`src/rtl/core/ppm_pkg.sv`:
```
// Package: shared types, codes and constants of the PPM stream decoder.
`timescale 1ns / 1ps
package ppm_pkg;

    localparam int DEFAULT_MAX_WIDTH  = 4096;
    localparam int DEFAULT_MAX_HEIGHT = 4096;

    localparam logic [2:0] KIND_HEADER  = 3'd0;
    localparam logic [2:0] KIND_PIXEL   = 3'd1;
    localparam logic [2:0] KIND_OK      = 3'd2;
    localparam logic [2:0] KIND_HDR_ERR = 3'd3;
    localparam logic [2:0] KIND_PIX_ERR = 3'd4;

    localparam logic [1:0] FMT_P2 = 2'd0;
    localparam logic [1:0] FMT_P3 = 2'd1;
    localparam logic [1:0] FMT_P6 = 2'd2;

    localparam logic [7:0] CH_P       = 8'h50;
    localparam logic [7:0] CH_2       = 8'h32;
    localparam logic [7:0] CH_3       = 8'h33;
    localparam logic [7:0] CH_6       = 8'h36;
    localparam logic [7:0] CH_HASH    = 8'h23;
    localparam logic [7:0] CH_NEWLINE = 8'h0A;
    localparam logic [15:0] FULL_SCALE = 16'd255;

    // Work item handed from the parser to the back end
    typedef struct packed {
        logic [2:0]  kind;
        logic        scale;      // pixel needs sample*255/maxval
        logic [15:0] r;
        logic [15:0] g;
        logic [15:0] b;
        logic [11:0] column;
        logic [11:0] row;
        logic        last;
        logic [12:0] width;
        logic [12:0] height;
        logic [15:0] maxval;
        logic [1:0]  fmt;
    } ppm_job_t;

    typedef struct packed {
        logic        cmd;
        logic [7:0]  data_byte;
    } ppm_in_t;

    typedef struct packed {
        logic [2:0]  result_kind;
        logic [7:0]  red;
        logic [7:0]  green;
        logic [7:0]  blue;
        logic [11:0] column;
        logic [11:0] row;
        logic        last_pixel;
        logic [12:0] image_width;
        logic [12:0] image_height;
        logic [15:0] max_value;
        logic [1:0]  format_code;
    } ppm_out_t;

    function automatic logic is_ws(input logic [7:0] c);
        return (c == 8'd32) || (c >= 8'd9 && c <= 8'd13);
    endfunction

    function automatic logic is_dig(input logic [7:0] c);
        return (c >= 8'd48) && (c <= 8'd57);
    endfunction

    // Accumulate one decimal digit, saturating at 65535
    function automatic logic [15:0] acc_digit(input logic [15:0] v, input logic [7:0] c);
        logic [20:0] r;
        r = {v, 3'b000} + {4'b0, v, 1'b0} + {13'b0, c - 8'd48};
        return (r > 21'd65535) ? 16'hFFFF : r[15:0];
    endfunction

endpackage

```
`src/rtl/core/ppm_stream_if.sv`:
```
// Interface: valid/ready stream channel with a generic payload.
`timescale 1ns / 1ps
interface ppm_stream_if #(parameter type payload_t = logic) (input logic clk);
    logic     valid;
    logic     ready;
    payload_t payload;

    modport source (output valid, output payload, input ready);
    modport sink   (input valid, input payload, output ready);
endinterface

```
`src/rtl/core/ppm_parser.sv`:
```
// Front end: parses header, P3 text and P6 raw pixels; emits one job per finished item.
`timescale 1ns / 1ps
module ppm_parser
    import ppm_pkg::*;
#(
    parameter int MAX_WIDTH  = DEFAULT_MAX_WIDTH,
    parameter int MAX_HEIGHT = DEFAULT_MAX_HEIGHT
) (
    input  logic     clk,
    input  logic     rst_n,
    input  logic     in_valid,
    output logic     in_ready,
    input  ppm_in_t  in_beat,
    output logic     job_valid,
    input  logic     job_ready,
    output ppm_job_t job
);

    typedef enum logic [13:0] {
        PH_BEGIN   = 14'b00000000000001,
        PH_FORMAT  = 14'b00000000000010,
        PH_WIDTH   = 14'b00000000000100,
        PH_HEIGHT  = 14'b00000000001000,
        PH_DEPTH   = 14'b00000000010000,
        PH_TAIL    = 14'b00000000100000,
        PH_SKIP    = 14'b00000001000000,
        PH_COMMENT = 14'b00000010000000,
        PH_PSKIP   = 14'b00000100000000,
        PH_RED     = 14'b00001000000000,
        PH_GREEN   = 14'b00010000000000,
        PH_BLUE    = 14'b00100000000000,
        PH_RAW     = 14'b01000000000000,
        PH_HALT    = 14'b10000000000000
    } phase_t;

    phase_t      phase_reg, phase_next, resume_reg, resume_next;
    logic [1:0]  fmt_reg, fmt_next;
    logic [15:0] w_reg, w_next, h_reg, h_next, m_reg, m_next;
    logic [15:0] s0_reg, s0_next, s1_reg, s1_next, s2_reg, s2_next;
    logic [1:0]  ri_reg, ri_next;
    logic [11:0] col_reg, col_next, row_reg, row_next;
    logic [2:0]  err_reg, err_next;
    logic        done_reg, done_next;
    logic        hdr_reg, hdr_next;   // header complete
    logic        emit;
    ppm_job_t    jb;
    logic        take;

    // Accept a beat only when the queue can take whatever it produces
    assign in_ready  = job_ready;
    assign take      = in_valid && in_ready;
    assign job_valid = take && emit;
    assign job       = jb;

    always_comb
    begin
        logic [7:0]  c;
        phase_t      ph;
        logic        last;
        logic [12:0] col1, row1;
        c           = in_beat.data_byte;
        phase_next  = phase_reg;
        resume_next = resume_reg;
        fmt_next    = fmt_reg;
        w_next      = w_reg;
        h_next      = h_reg;
        m_next      = m_reg;
        s0_next     = s0_reg;
        s1_next     = s1_reg;
        s2_next     = s2_reg;
        ri_next     = ri_reg;
        col_next    = col_reg;
        row_next    = row_reg;
        err_next    = err_reg;
        done_next   = done_reg;
        hdr_next    = hdr_reg;
        emit        = 1'b0;
        jb          = '0;
        col1        = {1'b0, col_reg} + 13'd1;
        row1        = {1'b0, row_reg} + 13'd1;
        last        = ({3'b0, col1} >= w_reg) && ({3'b0, row1} >= h_reg);
        ph          = phase_reg;
        // Resolve the zero-byte transitions (skip into a field, depth into tail) up front
        if (ph == PH_SKIP && !is_ws(c) && c != CH_HASH)
            ph = resume_reg;
        if (ph == PH_PSKIP && !is_ws(c))
            ph = resume_reg;
        if (ph == PH_DEPTH && !is_dig(c) && is_ws(c))
            ph = PH_TAIL;

        if (in_beat.cmd)
        begin
            // Report final status and return to reset state
            emit = 1'b1;
            if (err_reg != 3'd0)             jb.kind = err_reg;
            else if (!hdr_reg)               jb.kind = KIND_HDR_ERR;
            else if (fmt_reg == FMT_P6)      jb.kind = KIND_OK;
            else                             jb.kind = done_reg ? KIND_OK : KIND_PIX_ERR;
            phase_next  = PH_BEGIN;
            resume_next = PH_WIDTH;
            fmt_next    = FMT_P2;
            w_next = '0; h_next = '0; m_next = '0;
            s0_next = '0; s1_next = '0; s2_next = '0;
            ri_next = '0; col_next = '0; row_next = '0;
            err_next = '0; done_next = 1'b0; hdr_next = 1'b0;
        end
        else
        begin
            unique case (ph)
                PH_BEGIN:
                begin
                    if (c == CH_P) phase_next = PH_FORMAT;
                    else begin emit = 1'b1; jb.kind = KIND_HDR_ERR; end
                end
                PH_FORMAT:
                begin
                    phase_next  = PH_SKIP;
                    resume_next = PH_WIDTH;
                    if (c == CH_2)      fmt_next = FMT_P2;
                    else if (c == CH_3) fmt_next = FMT_P3;
                    else if (c == CH_6) fmt_next = FMT_P6;
                    else begin emit = 1'b1; jb.kind = KIND_HDR_ERR; end
                end
                PH_WIDTH, PH_HEIGHT:
                begin
                    if (is_dig(c))
                    begin
                        phase_next = ph;
                        if (ph == PH_WIDTH) w_next = acc_digit(w_reg, c);
                        else                h_next = acc_digit(h_reg, c);
                    end
                    else if (is_ws(c))
                    begin
                        phase_next  = PH_SKIP;
                        resume_next = (ph == PH_WIDTH) ? PH_HEIGHT : PH_DEPTH;
                    end
                    else begin emit = 1'b1; jb.kind = KIND_HDR_ERR; end
                end
                PH_DEPTH:
                begin
                    if (is_dig(c))
                    begin
                        phase_next = PH_DEPTH;
                        m_next = acc_digit(m_reg, c);
                    end
                    else begin emit = 1'b1; jb.kind = KIND_HDR_ERR; end
                end
                PH_TAIL:
                begin
                    phase_next = PH_TAIL;
                    if (c == CH_NEWLINE)
                    begin
                        emit = 1'b1;
                        if (w_reg == '0 || h_reg == '0 || m_reg == '0 ||
                            {1'b0, w_reg} > 17'(MAX_WIDTH) ||
                            {1'b0, h_reg} > 17'(MAX_HEIGHT) || fmt_reg == FMT_P2)
                            jb.kind = KIND_HDR_ERR;
                        else
                        begin
                            jb.kind   = KIND_HEADER;
                            jb.width  = w_reg[12:0];
                            jb.height = h_reg[12:0];
                            jb.maxval = m_reg;
                            jb.fmt    = fmt_reg;
                            hdr_next  = 1'b1;
                            col_next = '0; row_next = '0; ri_next = '0;
                            s0_next = '0; s1_next = '0; s2_next = '0;
                            if (fmt_reg == FMT_P3)
                            begin
                                phase_next  = PH_PSKIP;
                                resume_next = PH_RED;
                            end
                            else
                                phase_next = PH_RAW;
                        end
                    end
                    else if (!is_ws(c)) begin emit = 1'b1; jb.kind = KIND_HDR_ERR; end
                end
                PH_SKIP:
                begin
                    if (c == CH_HASH) phase_next = PH_COMMENT;
                end
                PH_COMMENT:
                begin
                    if (c == CH_NEWLINE) phase_next = PH_SKIP;
                end
                PH_PSKIP: ;
                PH_RED, PH_GREEN, PH_BLUE:
                begin
                    if (is_dig(c))
                    begin
                        phase_next = ph;
                        if (ph == PH_RED)        s0_next = acc_digit(s0_reg, c);
                        else if (ph == PH_GREEN) s1_next = acc_digit(s1_reg, c);
                        else                     s2_next = acc_digit(s2_reg, c);
                    end
                    else if (!is_ws(c)) begin emit = 1'b1; jb.kind = KIND_PIX_ERR; end
                    else if (ph != PH_BLUE)
                    begin
                        phase_next  = PH_PSKIP;
                        resume_next = (ph == PH_RED) ? PH_GREEN : PH_BLUE;
                    end
                    else
                    begin
                        phase_next  = PH_PSKIP;
                        resume_next = PH_RED;
                        emit     = 1'b1;
                        jb.kind  = KIND_PIXEL;
                        jb.scale = (m_reg != FULL_SCALE);
                        jb.r = s0_reg; jb.g = s1_reg; jb.b = s2_reg;
                        jb.maxval = m_reg;
                        s0_next = '0; s1_next = '0; s2_next = '0;
                    end
                end
                PH_RAW:
                begin
                    phase_next = PH_RAW;
                    if (ri_reg == 2'd0)      begin s0_next = {8'b0, c}; ri_next = 2'd1; end
                    else if (ri_reg == 2'd1) begin s1_next = {8'b0, c}; ri_next = 2'd2; end
                    else
                    begin
                        ri_next  = 2'd0;
                        emit     = 1'b1;
                        jb.kind  = KIND_PIXEL;
                        jb.r = s0_reg; jb.g = s1_reg; jb.b = {8'b0, c};
                    end
                end
                PH_HALT: ;
                default: ;
            endcase
            // Errors halt the parser
            if (emit && (jb.kind == KIND_HDR_ERR || jb.kind == KIND_PIX_ERR))
            begin
                err_next   = jb.kind;
                phase_next = PH_HALT;
            end
            // Place pixel and advance the raster position
            if (emit && jb.kind == KIND_PIXEL)
            begin
                jb.column = col_reg;
                jb.row    = row_reg;
                jb.last   = last;
                if (last)
                begin
                    done_next  = 1'b1;
                    phase_next = PH_HALT;
                end
                else if ({3'b0, col1} >= w_reg)
                begin
                    col_next = '0;
                    row_next = row1[11:0];
                end
                else
                    col_next = col1[11:0];
            end
        end
    end

    always_ff @(posedge clk or negedge rst_n)
    begin
        if (!rst_n)
        begin
            phase_reg  <= PH_BEGIN;
            resume_reg <= PH_WIDTH;
            fmt_reg    <= FMT_P2;
            w_reg <= '0; h_reg <= '0; m_reg <= '0;
            s0_reg <= '0; s1_reg <= '0; s2_reg <= '0;
            ri_reg <= '0; col_reg <= '0; row_reg <= '0;
            err_reg <= '0; done_reg <= 1'b0; hdr_reg <= 1'b0;
        end
        else if (take)
        begin
            phase_reg  <= phase_next;
            resume_reg <= resume_next;
            fmt_reg    <= fmt_next;
            w_reg <= w_next; h_reg <= h_next; m_reg <= m_next;
            s0_reg <= s0_next; s1_reg <= s1_next; s2_reg <= s2_next;
            ri_reg <= ri_next; col_reg <= col_next; row_reg <= row_next;
            err_reg <= err_next; done_reg <= done_next; hdr_reg <= hdr_next;
        end
    end

    // A halted parser never emits pixels
    assert property (@(posedge clk) disable iff (!rst_n)
        (job_valid && phase_reg == PH_HALT) |-> job.kind != KIND_PIXEL)
        else $error("pixel emitted after halt");
    // The raster position stays inside the header width
    assert property (@(posedge clk) disable iff (!rst_n)
        (job_valid && job.kind == KIND_PIXEL) |-> ({4'b0, job.column} < w_reg))
        else $error("column beyond width");
    // End command always leaves the parser at its start
    assert property (@(posedge clk) disable iff (!rst_n)
        (take && in_beat.cmd) |=> (phase_reg == PH_BEGIN && err_reg == 3'd0))
        else $error("end command did not reset parser");

endmodule

```
`src/rtl/core/ppm_job_fifo.sv`:
```
// Queue: short register FIFO between parser and back end.
`timescale 1ns / 1ps
module ppm_job_fifo
    import ppm_pkg::*;
#(
    parameter int DEPTH = 4
) (
    input  logic     clk,
    input  logic     rst_n,
    input  logic     wr_valid,
    output logic     wr_ready,
    input  ppm_job_t wr_data,
    output logic     rd_valid,
    input  logic     rd_ready,
    output ppm_job_t rd_data
);
    localparam int AW = (DEPTH > 1) ? $clog2(DEPTH) : 1;

    ppm_job_t        mem_reg [DEPTH];
    logic [AW-1:0]   wp_reg, rp_reg;
    logic [AW:0]     cnt_reg;
    logic            wr, rd;

    assign wr_ready = (cnt_reg != (AW+1)'(DEPTH));
    assign rd_valid = (cnt_reg != '0);
    assign rd_data  = mem_reg[rp_reg];
    assign wr = wr_valid && wr_ready;
    assign rd = rd_valid && rd_ready;

    // Store a beat at the write pointer
    always_ff @(posedge clk)
    begin
        if (wr) mem_reg[wp_reg] <= wr_data;
    end

    // Advance pointers and count
    always_ff @(posedge clk or negedge rst_n)
    begin
        if (!rst_n)
        begin
            wp_reg  <= '0;
            rp_reg  <= '0;
            cnt_reg <= '0;
        end
        else
        begin
            if (wr) wp_reg <= (wp_reg == AW'(DEPTH-1)) ? '0 : wp_reg + 1'b1;
            if (rd) rp_reg <= (rp_reg == AW'(DEPTH-1)) ? '0 : rp_reg + 1'b1;
            cnt_reg <= cnt_reg + (AW+1)'(wr) - (AW+1)'(rd);
        end
    end

    assert property (@(posedge clk) disable iff (!rst_n)
        cnt_reg <= (AW+1)'(DEPTH)) else $error("fifo overfilled");
    assert property (@(posedge clk) disable iff (!rst_n)
        (cnt_reg == '0) |-> !rd) else $error("fifo underflow");
    assert property (@(posedge clk) disable iff (!rst_n)
        (wr && !rd) |=> cnt_reg == $past(cnt_reg) + 1'b1) else $error("fifo count slip");

endmodule

```
`src/rtl/core/ppm_scaler.sv`:
```
// Back end: scales P3 samples by 255/maxval with a shared serial divider; other jobs pass through.
`timescale 1ns / 1ps
module ppm_scaler
    import ppm_pkg::*;
(
    input  logic     clk,
    input  logic     rst_n,
    input  logic     job_valid,
    output logic     job_ready,
    input  ppm_job_t job,
    output logic     out_valid,
    input  logic     out_ready,
    output ppm_out_t out_beat
);
    typedef enum logic [2:0] {
        ST_IDLE = 3'b001,
        ST_DIV  = 3'b010,
        ST_OUT  = 3'b100
    } st_t;

    st_t         st_reg;
    ppm_job_t    job_reg;
    logic [1:0]  ch_reg;       // current component
    logic [4:0]  bit_reg;      // divider step
    logic [23:0] num_reg;      // dividend being shifted out
    logic [16:0] rem_reg;
    logic [7:0]  q_reg;        // low bits of quotient
    logic [7:0]  res_reg [3];
    logic [16:0] trial;
    logic [23:0] prod;
    logic [15:0] pick;

    assign job_ready = (st_reg == ST_IDLE);
    assign out_valid = (st_reg == ST_OUT);

    always_comb
    begin
        unique case (ch_reg)
            2'd0:    pick = job_reg.r;
            2'd1:    pick = job_reg.g;
            default: pick = job_reg.b;
        endcase
    end
    // sample*255 = sample*256 - sample
    assign prod  = {pick, 8'b0} - {8'b0, pick};
    assign trial = {rem_reg[15:0], num_reg[23]} - {1'b0, job_reg.maxval};

    // Run one restoring-division bit per cycle, component by component
    always_ff @(posedge clk or negedge rst_n)
    begin
        if (!rst_n)
        begin
            st_reg  <= ST_IDLE;
            ch_reg  <= '0;
            bit_reg <= '0;
        end
        else
        begin
            unique case (st_reg)
                ST_IDLE:
                begin
                    if (job_valid)
                    begin
                        ch_reg  <= '0;
                        bit_reg <= '0;
                        st_reg  <= (job.kind == KIND_PIXEL && job.scale) ? ST_DIV : ST_OUT;
                    end
                end
                ST_DIV:
                begin
                    if (bit_reg == 5'd24)
                    begin
                        bit_reg <= '0;
                        if (ch_reg == 2'd2) st_reg <= ST_OUT;
                        else ch_reg <= ch_reg + 2'd1;
                    end
                    else
                        bit_reg <= bit_reg + 5'd1;
                end
                ST_OUT:
                begin
                    if (out_ready) st_reg <= ST_IDLE;
                end
                default: st_reg <= ST_IDLE;
            endcase
        end
    end

    // Datapath registers
    always_ff @(posedge clk)
    begin
        if (st_reg == ST_IDLE && job_valid)
        begin
            job_reg    <= job;
            res_reg[0] <= job.r[7:0];
            res_reg[1] <= job.g[7:0];
            res_reg[2] <= job.b[7:0];
        end
        else if (st_reg == ST_DIV)
        begin
            if (bit_reg == 5'd0)
            begin
                num_reg <= prod;
                rem_reg <= '0;
                q_reg   <= '0;
            end
            else
            begin
                if (!trial[16])
                begin
                    rem_reg <= trial;
                    q_reg   <= {q_reg[6:0], 1'b1};
                end
                else
                begin
                    rem_reg <= {rem_reg[15:0], num_reg[23]};
                    q_reg   <= {q_reg[6:0], 1'b0};
                end
                num_reg <= {num_reg[22:0], 1'b0};
                if (bit_reg == 5'd24)
                    res_reg[ch_reg] <= {q_reg[6:0], !trial[16]};
            end
        end
    end

    always_comb
    begin
        out_beat             = '0;
        out_beat.result_kind = job_reg.kind;
        if (job_reg.kind == KIND_PIXEL)
        begin
            out_beat.red        = res_reg[0];
            out_beat.green      = res_reg[1];
            out_beat.blue       = res_reg[2];
            out_beat.column     = job_reg.column;
            out_beat.row        = job_reg.row;
            out_beat.last_pixel = job_reg.last;
        end
        else if (job_reg.kind == KIND_HEADER)
        begin
            out_beat.image_width  = job_reg.width;
            out_beat.image_height = job_reg.height;
            out_beat.max_value    = job_reg.maxval;
            out_beat.format_code  = job_reg.fmt;
        end
    end

    assert property (@(posedge clk) disable iff (!rst_n)
        (st_reg == ST_DIV) |-> (job_reg.maxval != 16'd0))
        else $error("divide by zero maxval");
    assert property (@(posedge clk) disable iff (!rst_n)
        (st_reg == ST_DIV) |-> (ch_reg != 2'd3)) else $error("bad component");
    assert property (@(posedge clk) disable iff (!rst_n)
        (out_valid && !out_ready) |=> out_valid) else $error("result dropped");

endmodule

```
`src/rtl/core/ppm_stream_decoder_core.sv`:
```
// PPM stream decoder: P3/P6 header and pixel decoder, one byte per beat.
// Path: a result is registered in the queue and then in the back end before it
// appears; a scaled P3 pixel (maxval other than 255) also waits on serial division.
// Throughput: one byte per cycle while the queue has room; the back end takes one
// result at a time, stalling during division; a 4-entry queue absorbs the difference.
// Reset: rst_n clears parser, queue and back end at once; no clearing pass.
`timescale 1ns / 1ps
module ppm_stream_decoder_core
    import ppm_pkg::*;
#(
    parameter int MAX_WIDTH  = DEFAULT_MAX_WIDTH,
    parameter int MAX_HEIGHT = DEFAULT_MAX_HEIGHT
) (
    input logic      clk,
    input logic      rst_n,
    ppm_stream_if.sink   in_ch,
    ppm_stream_if.source out_ch
);
    logic     pj_valid, pj_ready, bj_valid, bj_ready;
    ppm_job_t pj, bj;

    ppm_parser #(.MAX_WIDTH(MAX_WIDTH), .MAX_HEIGHT(MAX_HEIGHT)) u_parser (
        .clk, .rst_n,
        .in_valid (in_ch.valid),
        .in_ready (in_ch.ready),
        .in_beat  (in_ch.payload),
        .job_valid(pj_valid),
        .job_ready(pj_ready),
        .job      (pj)
    );

    ppm_job_fifo #(.DEPTH(4)) u_fifo (
        .clk, .rst_n,
        .wr_valid(pj_valid), .wr_ready(pj_ready), .wr_data(pj),
        .rd_valid(bj_valid), .rd_ready(bj_ready), .rd_data(bj)
    );

    ppm_scaler u_scaler (
        .clk, .rst_n,
        .job_valid(bj_valid), .job_ready(bj_ready), .job(bj),
        .out_valid(out_ch.valid), .out_ready(out_ch.ready), .out_beat(out_ch.payload)
    );

endmodule
```
`src/flat_wrapper.sv`:
```
// flat-port wrapper written by rule: the top's interface ports become plain ports
module ppm_stream_decoder_core_flat import ppm_pkg::*;
#(
    parameter int MAX_WIDTH  = DEFAULT_MAX_WIDTH,
    parameter int MAX_HEIGHT = DEFAULT_MAX_HEIGHT
)
  (clk, rst_n, in_ch_valid, in_ch_payload, in_ch_ready, out_ch_valid, out_ch_payload, out_ch_ready);
  ppm_stream_if in_ch_i (.clk(clk));
  ppm_stream_if out_ch_i (.clk(clk));
  input logic clk;
  input logic rst_n;
  input wire logic [$bits(in_ch_i.valid)-1:0] in_ch_valid;
  input wire logic [$bits(in_ch_i.payload)-1:0] in_ch_payload;
  output wire logic [$bits(in_ch_i.ready)-1:0] in_ch_ready;
  output wire logic [$bits(out_ch_i.valid)-1:0] out_ch_valid;
  output wire logic [$bits(out_ch_i.payload)-1:0] out_ch_payload;
  input wire logic [$bits(out_ch_i.ready)-1:0] out_ch_ready;
  assign in_ch_i.valid = in_ch_valid;
  assign in_ch_i.payload = in_ch_payload;
  assign in_ch_ready = in_ch_i.ready;
  assign out_ch_valid = out_ch_i.valid;
  assign out_ch_payload = out_ch_i.payload;
  assign out_ch_i.ready = out_ch_ready;
  ppm_stream_decoder_core #(.MAX_WIDTH(MAX_WIDTH), .MAX_HEIGHT(MAX_HEIGHT)) u_core (.clk(clk), .rst_n(rst_n), .in_ch(in_ch_i), .out_ch(out_ch_i));
endmodule
```
`config.mk`:
```
export PLATFORM = sky130hd
export DESIGN_NAME = ppm_stream_decoder_core_flat
export DESIGN_NICKNAME = d
export VERILOG_FILES = /design/src/rtl/core/ppm_pkg.sv /design/src/rtl/core/ppm_stream_if.sv /design/src/rtl/core/ppm_parser.sv /design/src/rtl/core/ppm_job_fifo.sv /design/src/rtl/core/ppm_scaler.sv /design/src/rtl/core/ppm_stream_decoder_core.sv /design/src/flat_wrapper.sv
export SDC_FILE = /design/constraint.sdc
export NUM_CORES = 1
export LEC_CHECK = 0
export BUFFER_PORTS_ARGS = -buffer_cell sky130_fd_sc_hd__clkbuf_2
export CAP_MARGIN = 20
export CORE_MARGIN = 5
export CORE_UTILIZATION = 35
export DETAILED_ROUTE_END_ITERATION = 10
export MAX_ROUTING_LAYER = met4
export PLACE_DENSITY = 0.55
export RECOVER_POWER = 50
export SLEW_MARGIN = 25
export SYNTH_ARGS = -nofsm -noshare
export SYNTH_HDL_FRONTEND = slang
export SYNTH_SLANG_ARGS = --single-unit
```
`constraint.sdc`:
```
create_clock -name clk -period 7.8 [get_ports clk]
set_input_delay 1.56 -clock clk [delete_from_list [all_inputs] [get_ports clk]]
set_output_delay 1.56 -clock clk [all_outputs]
set_load 0.1 [all_outputs]
```
## Word-level counts from Yosys, hierarchy flattened

Memory sizes are Yosys's and may differ from the RTL's.
Index checks and enable logic that the tools add are counted.

| storage, ports and cells | value |
|---|---|
| bits of input ports | 5 |
| memories | 1 |
| register bits | 171 |
| output and inout port bits | 3 |
| bits in writable memories | 372 |

| cells by class | value |
|---|---|
| add/subtract/negate cells | 21 |
| mux-type cells | 96 |
| equal/unequal tests | 49 |
| reductions and logical operators | 40 |
| order comparisons | 12 |
| bitwise logic cells | 2 |

Memory list:

| name | depth | bits a word | read ports | clocked after Yosys merged registers in | wr ports | RTL line | source |
|---|---|---|---|---|---|---|---|
| u_core.u_fifo.mem_reg | 4 | 93 | 1 | 0 | 1 | ppm_job_fifo.sv:19 | `ppm_job_t mem_reg [DEPTH];` |

Operator list:

| operator | count |
|---|---|
| 2-to-1 mux 16 bit | 23 |
| 2-to-1 mux 14 bit | 15 |
| adder 20 x 8 -> 21 bit | 6 |
| greater-than comparator 21 x 16 -> 1 bit (second input constant) | 6 |
| adder 19 x 17 -> 20 bit | 6 |
| 2-to-1 mux 12 bit | 8 |
| 2-to-1 mux 48 bit | 2 |
| case mux 48 bit (2 select lines) | 1 |
| case mux 14 bit (6 select lines) | 1 |
| case mux 16 bit (2 select lines) | 2 |
| 2-to-1 mux 52 bit | 1 |
| 2-to-1 mux 50 bit | 1 |
| 2-to-1 mux 49 bit | 1 |
| case mux 14 bit (3 select lines) | 1 |
| >= comparator 13 x 16 -> 1 bit | 2 |
| == test 14 x 5 -> 1 bit (second input constant) | 2 |
| != test 2 bit (second input constant) | 14 |
| adder 12 x 1 -> 13 bit (second input constant) | 2 |
| 2-to-1 mux 25 bit | 1 |
| 2-to-1 mux 2 bit | 10 |
| AND reduction 4 bit | 5 |
| 2-to-1 mux 3 bit | 6 |
| != test 3 bit (second input constant) | 6 |
| case mux 3 bit (6 select lines) | 1 |
| 49 further kinds | 97 |

## Depth between registers and ports, before layout

Gate-level depths: netlist of the first run.

| depth | value |
|---|---|
| word-level depth | 23 |
| mapped depth | 12 |
| depth with buffers taken out | 11 |

## By module

A second synthesis of the first run with hierarchy kept.

| second synthesis, totals | value |
|---|---|
| cell total of the unflattened synthesis | 3342 |
| area total of the unflattened synthesis | 43252.7 sq um |

By module, submodules not included:

| module | instances | cells an instance | area an instance (sq um) | seq. area each (sq um) |
|---|---|---|---|---|
| ppm_job_fifo | 1 | 676 | 17922.2 | 14709.1 |
| ppm_parser | 1 | 1910 | 15681.3 | 3731.1 |
| ppm_scaler | 1 | 755 | 9645.5 | 5987.0 |
| ppm_stream_decoder_core | 1 | 1 | 3.8 | 0.0 |

## Least setup slack after synthesis of the first run

Ideal clock, no wire load.

| timing path | value |
|---|---|
| kind | reg-to-output |
| start point | reg u_core.u_scaler.st_reg[2] |
| end point | out out_ch_valid |
| arrival time | 1.697 ns |
| required time | 6.240 ns |
| cell stages (with the launch flop) | 2 |
| path buffers | 0 |
| path slack | 4.543 ns |
| path through | dfrtp_1 -> nor2b_1 |

| between the ends | value |
|---|---|
| cells in the longest elaborated chain, start to end | 1 |

RTL lines:

| element | RTL line | source |
|---|---|---|
| start, declared | ppm_scaler.sv:21 | `st_t st_reg;` |
| start signal, assigned | ppm_scaler.sv:66 | `st_reg <= (job.kind == KIND_PIXEL && job.scale) ? ST_DIV : ST_OUT;` |
| == test 3 bit | ppm_scaler.sv:34 | `assign out_valid = (st_reg == ST_OUT);` |
| end, declared | flat_wrapper.sv:15 | `output wire logic [$bits(out_ch_i.valid)-1:0] out_ch_valid;` |

No other way between the ends.

## Worst setup path in the final report of the first run

| timing path | value |
|---|---|
| start point | reg u_core.u_fifo.cnt_reg[1] |
| end point | out in_ch_ready |

| between the ends | value |
|---|---|
| cells in the longest elaborated chain, start to end | 1 |

RTL lines:

| element | RTL line | source |
|---|---|---|
| start, declared | ppm_job_fifo.sv:21 | `logic [AW:0] cnt_reg;` |
| start signal, assigned | ppm_job_fifo.sv:49 | `cnt_reg <= cnt_reg + (AW+1)'(wr) - (AW+1)'(rd);` |
| != test 3 bit | ppm_job_fifo.sv:24 | `assign wr_ready = (cnt_reg != (AW+1)'(DEPTH));` |
| end, declared | flat_wrapper.sv:14 | `output wire logic [$bits(in_ch_i.ready)-1:0] in_ch_ready;` |

No other way between the ends.

==> summary.md, run 1 <==
| Metric | Value |
|---|---|
| Status | finished, final reports clean |
| ANT nets after route | 0 |
| # IOs | 8 |
| TritonCTS clock tree | yes |
| Area of the core | roughly 2700 sq um |
| Tmin final | 3140 ps |
| Number of hold violations in the final report | 0 |
| HPWL reported at the end of detailed placement | 1.16 mm |
| Count of state elements after synthesis | 19 |
| Max VDD drop | between 0.0002 and 0.00025 V |
| Diode insertion count for antenna repair | 0 |
| Hold buffer count at cts | 0 |
| Cell with the largest stage delay on the worst path | sky130_fd_sc_hd__or3b_2 |
| Final count of negative-setup-slack endpoints | 0 |
| Worst slew margin relative to its limit | 0.333 |
| Cell-by-cell listing of the critical path | or3b_2 > clkbuf_2 |
| Wire length per cell after detailed routing | roughly 13 um |
| Chip width | 62.3 um |
| Fin nets | approximately 100 |
| Async SR Flop Fraction | 1.00 |
| Max Slew Vio Count | 0 |
| Total length of routed wires | 1.68 mm |
| Number of input and output port buffers inserted | 5 |
| Starting Density | 0.356 |
| Synth Net Count | 102 |
| Post-layout utilization of the core | 0.376 |
| Data arrival time of the critical path | roughly 1600 ps |
| Kind of launch point of the worst setup path | register |
| Number of violations reported at the end of detailed-routing iteration 0 | 37 |
| Max capacitance violation total | 0 |
| Inserted Clock Buffers | 3 |
| CP max FO | 3 |
| Total Routing Usage GR | 0.0935 |
| Routability congestion estimate from global placement | roughly 0.8 |
| Worst endpoint required time | between 6000 and 7000 ps |
| Warning count from the yosys run | 0 |
| Post-CTS setup buffer count | 0 |
| Proportion of layout cells with a drive suffix above 1 | 0.137 |
| Detailed-route via count | 664 |
| Total of cells resized after clock tree synthesis | 0 |
| Post-synth EDFFs | 0 |
| Worst-Skew Late Latency | around 290 ps |
| Largest clock skew in the final design | approximately 3.8 ps |
| Period utilisation layout | 0.403 |
| Total global routing overflow | 0 |
| Crit. End Element | output port |
| Synthesized instance count | 94 |
| Antenna violations before repair | 0 |
| Clk Tree Root Cell | sky130_fd_sc_hd__clkbuf_4 |
| Setup Total Neg Slack | 0 ps |
| Post-synthesis cell area | between 900 and 1000 sq um |
| Predominant post-synthesis flop cell | sky130_fd_sc_hd__dfrtp_1 |
| RSZ-0062 raised after global routing | false |
| Vias per std cell | 5.27 |
| Power density over the cells | between 300 and 400 nW/um^2 |
| Actual slew at the worst max-slew pin | 1000 ps |
| Hold crit path type | register to register |
| Cell leakage power | between 0.0004 and 0.0005 uW |
| Area of the die | slightly below 4000 sq um |
| Vias in the first global route | 647 |
| Clock Sinks | 19 |
| Syn_area_per_cell | 10.2 sq um |
| Wire length of the first global-routing pass | just under 3 mm |
| Number of H-tree levels | 1 |
| Cell variety after synth | 38 |
| Clk buf depth | 2 |
| Number of placement rows | 19 |
| Setup Crit Path Kind | register to output port |
| Clock slew at the register clock pins of the worst setup and hold paths | roughly 100 ps |
| Pin count of the biggest net entering global routing | 20 |
| Highest clock rate | around 0.32 GHz |
| Chip Height | between 60 and 70 um |
| Drt pass-1 iters | 4 |
| Sequential area share after synthesis | 0.501 |
| Maximum cell stage delay along the critical path | 500 ps |
| Area grow syn2layout | 5.63% |
| Post-route DRC violation count | 0 |
## routing by layer
metal  up-vias  global-route usage  part of all wire
met4         0              0.0424             0.015
met2        26               0.131              0.45
li1        322                   -                 -
met3         4              0.0180             0.050
met5         -                   -                 0
met1       312               0.130              0.48
## cells by family after synthesis
logic type | Yosys count | synth area share
simple gates | 29 | 0.160
compound gates | 22 | 0.170
flops | 19 | 0.501
buf+inv | 14 | 0.0602
xor+xnor | 5 | 0.0458
fa+ha+maj | 3 | 0.0471
other cells | 1 | 0.00392
mux | 1 | 0.0118
## worst max-delay path: cells and delay by family (launching register included)
kind                   cells  cell delay, ps
DFF                        1             410
buffers and inverters      1             390
and+or+nand+nor            1             500
## layout by cell type, fill, tap and decap left out, types with 3 or more instances in the layout
cell type	count
sky130_fd_sc_hd__dfrtp_1	16
sky130_fd_sc_hd__o21ai_0	4
sky130_fd_sc_hd__nand2_1	3
sky130_fd_sc_hd__clkbuf_4	3
sky130_fd_sc_hd__xnor2_1	4
sky130_fd_sc_hd__nor2_1	9
sky130_fd_sc_hd__nor2b_1	3
sky130_fd_sc_hd__nor3_1	4
sky130_fd_sc_hd__a21boi_0	4
sky130_fd_sc_hd__clkbuf_2	4
sky130_fd_sc_hd__inv_1	6
## worst paths after layout
| check | to | slack [ps] | cells past startpoint | startpoint |
|---|---|---|---|---|
| min in group asynchronous | u_core.u_parser.resume_reg[3] | 1400 | 1 | rst_n |
| max | in_ch_ready | 4660 | 2 | u_core.u_fifo.cnt_reg[1] |
| max reg2reg | u_core.u_fifo.cnt_reg[2] | 4720 | 11 | u_core.u_parser.phase_reg[13] |
| max in group asynchronous | u_core.u_fifo.cnt_reg[0] | 5790 | 1 | rst_n |
| min | u_core.u_parser.resume_reg[2] | 420 | 0 | u_core.u_parser.resume_reg[2] |
| min reg2reg | u_core.u_parser.resume_reg[2] | 420 | 0 | u_core.u_parser.resume_reg[2] |
## synth_stat cells, types with 2 or more instances
| cell type | instances | share of area |
|---|---|---|
| sky130_fd_sc_hd__a21boi_0 | 4 | 0.031 |
| sky130_fd_sc_hd__a21oi_1 | 2 | 0.010 |
| sky130_fd_sc_hd__a31oi_1 | 2 | 0.013 |
| sky130_fd_sc_hd__clkbuf_1 | 6 | 0.024 |
| sky130_fd_sc_hd__dfrtp_1 | 16 | 0.42 |
| sky130_fd_sc_hd__dfstp_2 | 3 | 0.082 |
| sky130_fd_sc_hd__ha_1 | 2 | 0.026 |
| sky130_fd_sc_hd__inv_1 | 6 | 0.024 |
| sky130_fd_sc_hd__nand2_1 | 3 | 0.012 |
| sky130_fd_sc_hd__nor2_1 | 9 | 0.035 |
| sky130_fd_sc_hd__nor2b_1 | 3 | 0.020 |
| sky130_fd_sc_hd__nor3_1 | 4 | 0.021 |
| sky130_fd_sc_hd__nor3b_1 | 2 | 0.016 |
| sky130_fd_sc_hd__o21a_1 | 2 | 0.016 |
| sky130_fd_sc_hd__o21ai_0 | 4 | 0.021 |
| sky130_fd_sc_hd__xnor2_1 | 4 | 0.037 |
## area by class of cell
class                           instances  area (sq um)
Multi-Input combinational cell         61           419
Fill cell                             282          1680
Timing Repair Buffer                    5          23.8
Inverter                                6          22.5
Clock buffer                            4          26.3
Sequential cell                        19           479
Tap cell                               31          38.8
## through the flow
stage / area, sq um / power (uW) / setup slack [ps] / hold slack [ps] / std cells
final: 1010 / 327 / 4660 / 422 / 126
after floorplan: 956 / 253 / 4540 / 449 / 94
after detailed placement: 985 / 280 / 4480 / 381 / 122
after global placement: 985 / 273 / 4530 / 380 / 122
after CTS: 1010 / 331 / 4640 / 397 / 126
after global routing: 1010 / 353 / 4530 / 443 / 126
## where the power goes
part / internal, uW / leakage (uW) / switching, uW
clock: 19.9 / 0.0000150 / 27.9
sequential: 125 / 0.000236 / 17.8
combinational: 48.6 / 0.000183 / 87.4
total: 194 / 0.000434 / 133
No activity file was read; power rests on OpenSTA's default activity.
==> run 2: changes to the inputs <==
clock period = 2.9 ns   (was 7.8 ns; I/O delays follow)
==> summary.md, run 2 (synthesis results as in run 1) <==
| Metric | Value |
|---|---|
| # IOs | 8 |
| Clk Tree Root Cell | sky130_fd_sc_hd__clkbuf_4 |
| R2R depth | 11 |
| Drt pass-1 iters | 4 |
| Area of the die | between 3000 and 4000 sq um |
| Total length of routed wires | 1.75 mm |
| Hold buffer count at cts | 0 |
| Detailed-route via count | between 600 and 700 |
| Worst endpoint required time | 3120 ps |
| Power share of the combinational group | 0.431 |
| Commonest non-fill, non-tap cell in the layout | sky130_fd_sc_hd__dfrtp_1 |
| Largest clock skew in the final design | approximately 0.72 ps |
| Reg-to-reg critical path endpoint | u_core.u_fifo.cnt_reg[2] |
| Switch share | 0.403 |
| FF+latch area | ~480 sq um |
| Total Power Consumption | ~910 uW |
| Worst slew margin relative to its limit | 0.299 |
| CP max FO | 2 |
| Terminating pin of the worst hold path | u_core.u_parser.resume_reg[2] |
| Crit. End Element | register |
| Clk buf depth | 2 |
| Clock slew at the register clock pins of the worst setup and hold paths | about 100 ps |
| Post-detailed-placement cell area | around 1000 sq um |
| Hold_ws | 422 ps |
| Hold crit path type | register to register |
| Routability congestion estimate from global placement | 0.790 |
| Proportion of layout cells with a drive suffix above 1 | 0.267 |
| Diode insertion count for antenna repair | 0 |
| Origin of the critical flop-to-flop path | u_core.u_parser.phase_reg[5] |
| Sequential group share of total power | 0.424 |
| Max capacitance violation total | 0 |
| Wire length of the first global-routing pass | about 3.0 mm |
| ANT nets after route | 0 |
| Setup Crit Path Kind | register to register |
| Number of violations reported at the end of detailed-routing iteration 0 | 7 |
| Internal portion of total power | around 540 uW |
| Number of H-tree levels | 1 |
| Post-route DRC violation count | 0 |
| Fin nets | 110 |
| Vias in the first global route | approximately 700 |
| Max VDD drop | between 0.0006 and 0.0007 V |
| Chip width | a little over 60 um |
| Number of hold violations in the final report | 0 |
| Chip Height | ~62 um |
| Total global routing overflow | 0 |
| Sw Pwr | between 300 and 400 uW |
| Cell leakage power | roughly 0.00047 uW |
| Wire length per cell after detailed routing | 13.3 um |
| Clk network pwr share | 0.145 |
| Antenna violations before repair | 0 |
| Inserted Clock Buffers | 3 |
| Final count of negative-setup-slack endpoints | 0 |
| Tmin final | around 2700 ps |
| Total Routing Usage GR | 0.0973 |
| Number of placement rows | 19 |
| Vias per std cell | about 4.9 |
| Kind of launch point of the worst setup path | register |
| Actual slew at the worst max-slew pin | approximately 1100 ps |
| Hold path startpoint | u_core.u_parser.resume_reg[2] |
| Final standard cell area without fillers | between 1000 and 1500 sq um |
| Worst-Skew Late Latency | about 290 ps |
| Power density over the cells | ~800 nW/um^2 |
| Clock Sinks | 19 |
| HPWL reported at the end of detailed placement | 1.26 mm |
| TritonCTS clock tree | yes |
| Status | finished, final reports clean |
| Area grow syn2layout | 19.0% |
| Flop2flop setup slack | about 160 ps |
| Pin count of the biggest net entering global routing | 20 |
| Hold Crit Depth | 0 |
| Data arrival time of the critical path | around 3000 ps |
| Highest clock rate | between 0.3 and 0.4 GHz |
| Area of the core | ~2700 sq um |
| Filler Cells Inserted | 270 |
| Number of input and output port buffers inserted | 5 |
| Multi-input logic area | 502 sq um |
| Period utilisation layout | 0.944 |
| Most frequent cells in the layout | sky130_fd_sc_hd__dfrtp_1, sky130_fd_sc_hd__nor2_1, sky130_fd_sc_hd__inv_1, sky130_fd_sc_hd__buf_4 |
| Max Slew Vio Count | 0 |
| Starting Density | 0.356 |
[run 2: cell type report]
cell class	count	share of cell area
inverters	6	0.0198
flip-flops and latches	19	0.421
well taps	31	0.0341
repair buffers	11	0.0605
clock buffers	4	0.0231
multi-input cells	61	0.441
[run 2: critical path: stages, from the launching register on]
cell,delay [ps]
sky130_fd_sc_hd__dfrtp_1,440
sky130_fd_sc_hd__nor4_4,330
sky130_fd_sc_hd__a41oi_2,180
sky130_fd_sc_hd__a2111oi_4,300
sky130_fd_sc_hd__nand2b_4,180
sky130_fd_sc_hd__a31oi_1,90
sky130_fd_sc_hd__ha_1,280
sky130_fd_sc_hd__inv_1,40
sky130_fd_sc_hd__ha_1,190
sky130_fd_sc_hd__fa_2,340
sky130_fd_sc_hd__xnor2_1,170
sky130_fd_sc_hd__xnor2_1,140
[run 2: timing repair]
item	4_1_cts	5_1_grt
setup buffers	0	1
resized for setup	2	10
pin swaps	0	5
setup endpoints to repair	1	1
[run 2: power by group through the flow]
| stage | sequential, uW | clock [uW] | combinational [uW] |
|---|---|---|---|
| 2_1_floorplan | 377 | 0 | 303 |
| 3_3_place_gp | 383 | 0 | 377 |
| 3_5_place_dp | 384 | 0 | 394 |
| 4_1_cts | 382 | 140 | 394 |
| 5_1_grt | 394 | 152 | 453 |
| 6_report | 386 | 132 | 393 |
[run 2: stage by stage]
stage,setup TNS (ps),setup WS [ps],util,std cells
after detailed placement,-27.0,-27.0,0.381,127
after CTS,0,47.0,0.393,131
after floorplan,0,197,-,94
after global routing,-32.8,-32.8,0.423,132
final,0,163,0.423,132
after global placement,0,15.9,0.381,127
[run 2: worst max path at each step]
| stage | from | to | depth (start not counted) |
|---|---|---|---|
| finish | u_core.u_parser.phase_reg[5] | u_core.u_fifo.cnt_reg[2] | 11 |
| floorplan | u_core.u_parser.phase_reg[0] | u_core.u_fifo.cnt_reg[2] | 12 |
| global placement | u_core.u_parser.phase_reg[13] | u_core.u_fifo.cnt_reg[2] | 11 |
| detailed placement | u_core.u_parser.phase_reg[13] | u_core.u_fifo.cnt_reg[2] | 11 |
| global route | u_core.u_parser.phase_reg[5] | u_core.u_fifo.cnt_reg[2] | 11 |
| CTS | u_core.u_parser.phase_reg[13] | u_core.u_fifo.cnt_reg[2] | 11 |
[run 2: per-layer routing]
metal  track usage  wire length (um)  up-vias
li1              -                 -      339
met4        0.0398                42        0
met1         0.130               841      300
met5             -                 0        -
met2         0.145               817        8
met3        0.0180                49        4
